<file path="src/hw/rtl/bba_pkg.sv">
// Shared request codes, status codes and field widths of the block bitmap allocator.
`default_nettype none

package bba_pkg;

	localparam int BLK_W = 12;
	localparam int CNT_W = 13;
	localparam int ST_W  = 2;

	typedef enum logic [1:0] {
		REQ_ALLOC   = 2'd0,
		REQ_RELEASE = 2'd1,
		REQ_READ    = 2'd2,
		REQ_WRITE   = 2'd3
	} req_t;

	localparam logic [ST_W-1:0] STS_OK    = 2'd0;
	localparam logic [ST_W-1:0] STS_FULL  = 2'd1;
	localparam logic [ST_W-1:0] STS_RANGE = 2'd2;

endpackage

`default_nettype wire

</file>
<file path="src/hw/rtl/block_bitmap_allocator_core.sv">
// First-fit bitmap block allocator with free-block count, word-serial scan over a bitmap RAM.
// Scan: an item walks the bitmap RAM one word per cycle from word 0 (one read port).
//   Allocate walks until it finds a free block or passes total_blocks; release, read and write
//   walk to the word that holds block_number; a range or empty-count miss skips the scan.
// Throughput: one item at a time; the next item is taken once the result is in the output reg.
// Reset: arst_n clears control state, then a clearing pass writes MAP_WORDS zero words, one a
//   cycle, with s_tready low; total_blocks and the count reset to min(4096, NUM_BLOCKS).
`default_nettype none

module block_bitmap_allocator_core #(
	parameter int NUM_BLOCKS = 4096,
	parameter int WORD_BITS  = 32
) (
	input  wire logic        clk,
	input  wire logic        arst_n,
	// configuration: total_blocks
	input  wire logic        cfg_we,
	input  wire logic [12:0] cfg_wdata,
	// request stream
	input  wire logic        s_tvalid,
	output logic             s_tready,
	input  wire logic [15:0] s_tdata,   // [11:0] block_number, [12] bit_value
	input  wire logic [1:0]  s_tuser,   // [1:0] req_type
	// result stream
	output logic             m_tvalid,
	input  wire logic        m_tready,
	output logic [31:0]      m_tdata    // [11:0] result_block, [12] bit_read,
	                                    // [25:13] free_left, [27:26] status
);

	localparam int MAP_WORDS = (NUM_BLOCKS + WORD_BITS - 1) / WORD_BITS;
	localparam int AW        = (MAP_WORDS > 1) ? $clog2(MAP_WORDS) : 1;
	localparam int SPAN      = MAP_WORDS * WORD_BITS;
	localparam int CW0       = $clog2(SPAN + WORD_BITS + 1);
	localparam int CW        = (CW0 > bba_pkg::CNT_W) ? CW0 : bba_pkg::CNT_W;
	localparam int OW        = $clog2(WORD_BITS);
	localparam int KW        = $clog2(WORD_BITS + 1);
	localparam int LIM_RST   = (NUM_BLOCKS < 4096) ? NUM_BLOCKS : 4096;
	localparam logic [AW-1:0] LAST_WORD = AW'(MAP_WORDS - 1);

	typedef enum logic [1:0] {
		ST_CLEAR,
		ST_IDLE,
		ST_SCAN,
		ST_OUT
	} state_t;

	state_t                       state_q;
	logic [AW-1:0]                clr_q;
	logic [CW-1:0]                lim_q;
	logic [bba_pkg::CNT_W-1:0]    count_q;
	bba_pkg::req_t                req_q;
	logic [bba_pkg::BLK_W-1:0]    blk_q;
	logic                         val_q;
	logic [AW-1:0]                raddr_q;
	logic [CW-1:0]                rbase_q;
	logic                         dvalid_s1;
	logic [CW-1:0]                dbase_s1;
	logic [AW-1:0]                daddr_s1;
	logic [WORD_BITS-1:0]         rd_word_s1;
	logic [bba_pkg::BLK_W-1:0]    res_blk_q;
	logic                         res_rd_q;
	logic [bba_pkg::ST_W-1:0]     res_st_q;
	logic                         m_tvalid_q;
	logic [31:0]                  m_tdata_q;

	logic [WORD_BITS-1:0]         map_mem [MAP_WORDS];

	bba_pkg::req_t                in_req;
	logic [bba_pkg::BLK_W-1:0]    in_blk;
	logic                         in_val;
	logic [CW-1:0]                new_lim;
	logic                         past_end;
	logic [CW-1:0]                rem;
	logic [KW-1:0]                rem_n;
	logic [WORD_BITS-1:0]         cand;
	logic                         hit;
	logic [OW-1:0]                hit_off;
	logic [CW-1:0]                blk_diff;
	logic                         in_word;
	logic [OW-1:0]                sel_off;
	logic [OW-1:0]                sel_pos;
	logic                         new_bit;
	logic [WORD_BITS-1:0]         new_word;
	logic                         is_alloc;
	logic                         found;
	logic                         fail;
	logic                         mem_we;
	logic [AW-1:0]                mem_waddr;
	logic [WORD_BITS-1:0]         mem_wdata;
	logic [CW-1:0]                hit_blk;

	assign in_req   = bba_pkg::req_t'(s_tuser);
	assign in_blk   = s_tdata[11:0];
	assign in_val   = s_tdata[12];
	assign s_tready = (state_q == ST_IDLE);
	assign m_tvalid = m_tvalid_q;
	assign m_tdata  = m_tdata_q;

	assign new_lim  = (CW'(cfg_wdata) > CW'(NUM_BLOCKS)) ? CW'(NUM_BLOCKS) : CW'(cfg_wdata);
	assign is_alloc = (req_q == bba_pkg::REQ_ALLOC);

	always_comb begin
		past_end = (dbase_s1 >= lim_q);
		rem      = lim_q - dbase_s1;
		rem_n    = (rem >= CW'(WORD_BITS)) ? KW'(WORD_BITS) : rem[KW-1:0];
		for (int k = 0; k < WORD_BITS; k++) begin
			cand[k] = ~rd_word_s1[WORD_BITS-1-k] & (KW'(k) < rem_n);
		end
		hit     = 1'b0;
		hit_off = '0;
		for (int k = WORD_BITS - 1; k >= 0; k--) begin
			if (cand[k]) begin
				hit     = 1'b1;
				hit_off = OW'(k);
			end
		end
		blk_diff = CW'(blk_q) - dbase_s1;
		in_word  = (blk_diff < CW'(WORD_BITS));
		sel_off  = is_alloc ? hit_off : blk_diff[OW-1:0];
		sel_pos  = OW'(WORD_BITS - 1) - sel_off;
		hit_blk  = dbase_s1 + CW'(hit_off);
		unique case (req_q)
			bba_pkg::REQ_ALLOC:   new_bit = 1'b1;
			bba_pkg::REQ_RELEASE: new_bit = 1'b0;
			bba_pkg::REQ_READ:    new_bit = rd_word_s1[sel_pos];
			bba_pkg::REQ_WRITE:   new_bit = val_q;
			default:              new_bit = 1'b0;
		endcase
		new_word          = rd_word_s1;
		new_word[sel_pos] = new_bit;
		found = dvalid_s1 && (is_alloc ? (!past_end && hit) : in_word);
		fail  = dvalid_s1 && is_alloc && past_end;
	end

	always_comb begin
		mem_we    = 1'b0;
		mem_waddr = daddr_s1;
		mem_wdata = new_word;
		if (state_q == ST_CLEAR) begin
			mem_we    = 1'b1;
			mem_waddr = clr_q;
			mem_wdata = '0;
		end else if (state_q == ST_SCAN && found && req_q != bba_pkg::REQ_READ) begin
			mem_we = 1'b1;
		end
	end

	always_ff @(posedge clk) begin
		if (mem_we) begin
			map_mem[mem_waddr] <= mem_wdata;
		end
		rd_word_s1 <= map_mem[raddr_q];
	end

	always_ff @(posedge clk or negedge arst_n) begin
		if (!arst_n) begin
			state_q    <= ST_CLEAR;
			clr_q      <= '0;
			lim_q      <= CW'(LIM_RST);
			count_q    <= bba_pkg::CNT_W'(LIM_RST);
			req_q      <= bba_pkg::REQ_ALLOC;
			blk_q      <= '0;
			val_q      <= 1'b0;
			raddr_q    <= '0;
			rbase_q    <= '0;
			dvalid_s1  <= 1'b0;
			dbase_s1   <= '0;
			daddr_s1   <= '0;
			res_blk_q  <= '0;
			res_rd_q   <= 1'b0;
			res_st_q   <= bba_pkg::STS_OK;
			m_tvalid_q <= 1'b0;
			m_tdata_q  <= '0;
		end else begin
			if (m_tvalid_q && m_tready && state_q != ST_OUT) begin
				m_tvalid_q <= 1'b0;
			end
			if (cfg_we) begin
				lim_q   <= new_lim;
				count_q <= new_lim[bba_pkg::CNT_W-1:0];
			end
			unique case (state_q)
				ST_CLEAR: begin
					clr_q <= clr_q + AW'(1);
					if (clr_q == LAST_WORD) begin
						state_q <= ST_IDLE;
					end
				end
				ST_IDLE: begin
					raddr_q   <= '0;
					rbase_q   <= '0;
					dvalid_s1 <= 1'b0;
					if (s_tvalid) begin
						req_q     <= in_req;
						blk_q     <= in_blk;
						val_q     <= in_val;
						res_blk_q <= in_blk;
						res_rd_q  <= 1'b0;
						res_st_q  <= bba_pkg::STS_OK;
						state_q   <= ST_SCAN;
						if (in_req == bba_pkg::REQ_ALLOC) begin
							res_blk_q <= '0;
							if (count_q == '0) begin
								res_st_q <= bba_pkg::STS_FULL;
								state_q  <= ST_OUT;
							end
						end else if (CW'(in_blk) >= lim_q) begin
							res_st_q <= bba_pkg::STS_RANGE;
							state_q  <= ST_OUT;
						end
					end
				end
				ST_SCAN: begin
					dvalid_s1 <= 1'b1;
					dbase_s1  <= rbase_q;
					daddr_s1  <= raddr_q;
					rbase_q   <= rbase_q + CW'(WORD_BITS);
					if (raddr_q != LAST_WORD) begin
						raddr_q <= raddr_q + AW'(1);
					end
					if (fail) begin
						res_st_q <= bba_pkg::STS_FULL;
						state_q  <= ST_OUT;
					end else if (found) begin
						state_q <= ST_OUT;
						unique case (req_q)
							bba_pkg::REQ_ALLOC: begin
								res_blk_q <= hit_blk[bba_pkg::BLK_W-1:0];
								count_q   <= count_q - bba_pkg::CNT_W'(1);
							end
							bba_pkg::REQ_RELEASE: begin
								if (CW'(count_q) < lim_q) begin
									count_q <= count_q + bba_pkg::CNT_W'(1);
								end
							end
							bba_pkg::REQ_READ: begin
								res_rd_q <= rd_word_s1[sel_pos];
							end
							bba_pkg::REQ_WRITE: begin
								if (val_q) begin
									if (count_q != '0) begin
										count_q <= count_q - bba_pkg::CNT_W'(1);
									end
								end else if (CW'(count_q) < lim_q) begin
									count_q <= count_q + bba_pkg::CNT_W'(1);
								end
							end
							default: begin
							end
						endcase
					end
				end
				ST_OUT: begin
					if (!m_tvalid_q || m_tready) begin
						m_tvalid_q <= 1'b1;
						m_tdata_q  <= {4'b0, res_st_q, count_q, res_rd_q, res_blk_q};
						state_q    <= ST_IDLE;
					end
				end
				default: begin
					state_q <= ST_IDLE;
				end
			endcase
		end
	end

	a_count_bound: assert property (@(posedge clk) disable iff (!arst_n)
		CW'(count_q) <= lim_q)
		else $error("free count above bound");

	a_full_zero: assert property (@(posedge clk) disable iff (!arst_n)
		(m_tvalid && m_tdata[27:26] == bba_pkg::STS_FULL) |-> (m_tdata[11:0] == '0))
		else $error("failed allocate returns nonzero block");

	a_range_no_read: assert property (@(posedge clk) disable iff (!arst_n)
		(m_tvalid && m_tdata[27:26] != bba_pkg::STS_OK) |-> !m_tdata[12])
		else $error("bit_read set on failed transaction");

	a_scan_no_write_idle: assert property (@(posedge clk) disable iff (!arst_n)
		(state_q == ST_IDLE) |-> !mem_we)
		else $error("bitmap written while idle");

endmodule

`default_nettype wire
</file>
<file path="config.mk">
export PLATFORM = sky130hd
export DESIGN_NAME = block_bitmap_allocator_core
export DESIGN_NICKNAME = d
export VERILOG_FILES = /design/src/hw/rtl/bba_pkg.sv /design/src/hw/rtl/block_bitmap_allocator_core.sv
export SDC_FILE = /design/constraint.sdc
export NUM_CORES = 2
export LEC_CHECK = 0
export BUFFER_PORTS_ARGS = -buffer_cell sky130_fd_sc_hd__buf_2
export CAP_MARGIN = 20
export CORE_UTILIZATION = 31
export CTS_BUF_LIST = sky130_fd_sc_hd__clkbuf_4
export DETAILED_ROUTE_END_ITERATION = 6
export HOLD_SLACK_MARGIN = 0.08
export PLACE_DENSITY = 0.48
export SYNTH_ARGS = -nofsm -noshare
export SYNTH_HDL_FRONTEND = slang
export SYNTH_SLANG_ARGS = --single-unit
</file>
<file path="constraint.sdc">
create_clock -name clk -period 15.7 [get_ports clk]
set_input_delay 1.57 -clock clk [delete_from_list [all_inputs] [get_ports clk]]
set_output_delay 1.57 -clock clk [all_outputs]
set_load 0.03 [all_outputs]
</file>
==> impl_metrics.toml <==
[global_route]
grt_pass1_wl_um = 663300
globalRouteMet1Util_pct = 23.25
grt_use_met3_pct = 3.900
overflow = 0
busiest_layer = "met2"
antenna_found_initial = 46
gr-usage-met2_pct = 29.13
grt_max_degree = 124
grt_pass1_vias = 88169
grt_use_total_pct = 17.60

[sta]
rsz0062_at_grt = "false"
maxSlewHeadroom_pct = 20.14
hold_viol = 0
timing.fmax_mhz = 112.1
period_share_pct = 56.80
fin_skew_ns = 0.1956
finalSetupViolCount = 0
tns_ns = 0
timing.final.max_slew_violations = 0
period_minus_slack_ns = 8.918
worst_pin_slew_ns = 1.198

[floorplan]
num_rows = 268
die_h_um = 734.6
io-pin-count = 70
start_util_pct = 31.19
coreArea_mm2 = 0.5335
die_area_mm2 = 0.5397
die_w_um = 734.6

[synthesis]
synthFlopType = "edfxtp_1"
syn_avg_cell_area_um2 = 22.96
synthTopCellsByCount = "edfxtp_1, mux4_2, clkbuf_1"
syn_area_mm2 = 0.1664
synthTopCellsByArea = "edfxtp_1, mux4_2, dfrtp_1"
synth_seq_cells = 4253
synth.distinct_cells = 94
synth_top_area_share_pct = 73.92
synth_most_common_cell = "edfxtp_1"
synth_top_area_cell = "edfxtp_1"
synth_cells = 7248
yosysWarningCount = 0
seq_area_frac_synth_pct = 76.19
async_reset_ff_share_pct = 2.939
synth-edff-count = 4096

[power_and_ir_drop]
p_leak_nw = 58.88
ir_worst_vdd_mv = 0.2373
p_per_area_mw_per_mm2 = 179.2

[setup_path]
critPathKind = "flop to flop"
worstPathArrival_ns = 10.27
start_kind = "flop"
cp_max_fo = 80
critPathTopFamily = "compound AO/OA/AOI/OAI gates"
crit_required_ns = 17.05
slowest_delay_ns = 1.01
critPathCaptureType = "flop"
cp.buffers_inverters = 2
crit_slowest_cell = "o31ai_4"
r2r_setup_slack_ns = 6.78
cp_cell_sequence = "inv_1 > ha_1 > a21oi_1 > o21ai_0 > o211a_1 > or3_1 > a211oi_4 > a41oi_1 > a22oi_1 > nand4_1 > o211ai_2 > o311a_1 > nor3_1 > o41ai_1 > o2111ai_1 > o21bai_4 > nand2_4 > o31ai_4 > buf_4"

[finish]
drive_above_1_share_pct = 39.96
area_delta_synth_final_pct = 15.04
post-route-util_pct = 35.88
fillCellCount = 49245
nets = 8462

[clock_tree]
cts_buffer_depth = 5
clock_latency_ns = 1.82
cts_sinks = 4253
cts_tree = "done"
root_buffer = "clkbuf_4"
htree_levels = 7
cts_setup_buffers = 0
cts_made_buffers = 1162
path_clk_slew_ns = 0.06

[placement]
gp_congestion = 0.8032
portBuffers = 62
place_hpwl_um = 248200

[run]
maxCapViolations = 0

[min_path]
hold_path_class = "input pin to flop"

[routing]
drtPass1Iterations = 5
vias_per_cell = 5.102
wirelength_um = 474200
detail_route.iter0.violations = 7675
dr_total_vias = 82983
drc_errors = 0
wl_per_cell_um = 29.15
ant_nets = 0

[outcome]
outcome = "complete, no violations"
## power by group
part           total (mW)  switching (mW)  internal, mW
registers            15.6           0.291          15.3
clock network        9.26            4.36          4.89
logic                9.49            6.32          3.17
## path summary, 6_finish.rpt
check,end,from,cells past startpoint
setup / recovery,map_mem[1][1],dbase_s1[7],19
hold / removal,lim_q[11],cfg_wdata[11],3
setup reg to reg,map_mem[1][1],dbase_s1[7],19
hold reg to reg,m_tdata[10],res_blk_q[10],1
max in group asynchronous,count_q[3],arst_n,3
min in group asynchronous,m_tdata[8],arst_n,2
## layout by cell type (no fill, tap or decap), types with 27 or more instances in the layout
| master | synthesis | final |
|---|---|---|
| edfxtp_1 | 4096 | 4096 |
| clkbuf_4 | 0 | 1628 |
| mux4_2 | 1344 | 1344 |
| buf_4 | 7 | 240 |
| nand2_1 | 208 | 208 |
| clkinv_1 | 1 | 174 |
| o21ai_0 | 131 | 131 |
| nor2_4 | 0 | 128 |
| dfrtp_1 | 123 | 117 |
| nor2_1 | 192 | 64 |
| mux2_2 | 61 | 61 |
| buf_2 | 7 | 61 |
| a21oi_1 | 60 | 57 |
| ha_1 | 53 | 51 |
| inv_1 | 50 | 50 |
| diode_2 | 0 | 43 |
| nor3_1 | 42 | 42 |
| nor2b_1 | 35 | 35 |
| nand3_1 | 33 | 33 |
| dfxtp_1 | 32 | 32 |
| clkinv_2 | 0 | 30 |
| dlygate4sd3_1 | 0 | 29 |
| nand2b_1 | 27 | 27 |
## area by class of cell
| class | count | area [um2] | area share [%] |
|---|---|---|---|
| diodes | 43 | 107.6 | 0.05621 |
| clock buffers | 1628 | 12220 | 6.385 |
| clock inverters | 229 | 1159 | 0.6053 |
| inverters | 52 | 196.4 | 0.1026 |
| multi-input cells | 2554 | 39190 | 20.48 |
| flip-flops and latches | 4253 | 126800 | 66.24 |
| well taps | 7155 | 8952 | 4.677 |
| repair buffers | 350 | 2794 | 1.460 |
## metrics by stage
step	cell area [um2]	instances	power [mW]	setup WS (ns)	hold slack, ns
5_1_grt	191400	16240	35.89	6.304	0.2382
4_1_cts	191200	16215	34.77	6.306	0.1502
2_1_floorplan	166400	7254	21.79	4.863	0.4460
3_5_place_dp	177500	14329	25.41	6.453	0.4662
3_3_place_gp	177500	14328	25.08	6.641	0.4686
6_report	191400	16264	34.30	6.782	0.3497
## layer usage
layer,routed length [um],up-vias
met4,9091,2
met5,11,-
met3,26910,544
met1,201400,45698
met2,236800,2792
li1,-,33947
## cell families (layout without fill, tap and decap cells)
kind of cell,Yosys count,in the layout,synth area share (%)
other,2,51,0.004514
flip-flops,4253,4253,76.19
XOR/XNOR,38,38,0.2000
buffers and inverters,447,2259,1.054
AO/OA/AOI/OAI,407,407,1.731
adder cells (fa/ha/maj),54,54,0.4046
AND/OR/NAND/NOR,634,634,1.763
multiplexers,1413,1413,18.65
## worst register-to-register path, delay by kind of cell, from the launching register on
kind                     cells  cell delay (ns)
AO/OA/AOI/OAI               12             5.44
adder cells (fa/ha/maj)      1             0.32
buffers and inverters        2             0.96
flip-flops                   1             0.38
AND/OR/NAND/NOR              4             1.20
## repair_timing
action / in CTS / in global routing
resized for setup: 0 / 0
endpoints found under the setup margin: 0 / 0
hold buffers: 29 / 0
endpoints found under the hold margin: 113 / 0
## state kept, by name, indices dropped and copies added, names as in the netlist
register / flops
map_mem: 4096
rd_word_s1: 32
m_tdata: 28
count_q: 13
lim_q: 13
blk_q: 12
res_blk_q: 12
dbase_s1: 8
rbase_q: 8
clr_q: 7
daddr_s1: 7
raddr_q: 7
req_q: 2
res_st_q: 2
state_q: 2
dvalid_s1: 1
m_tvalid: 1
res_rd_q: 1
val_q: 1
(Power assumes the default switching activity.)
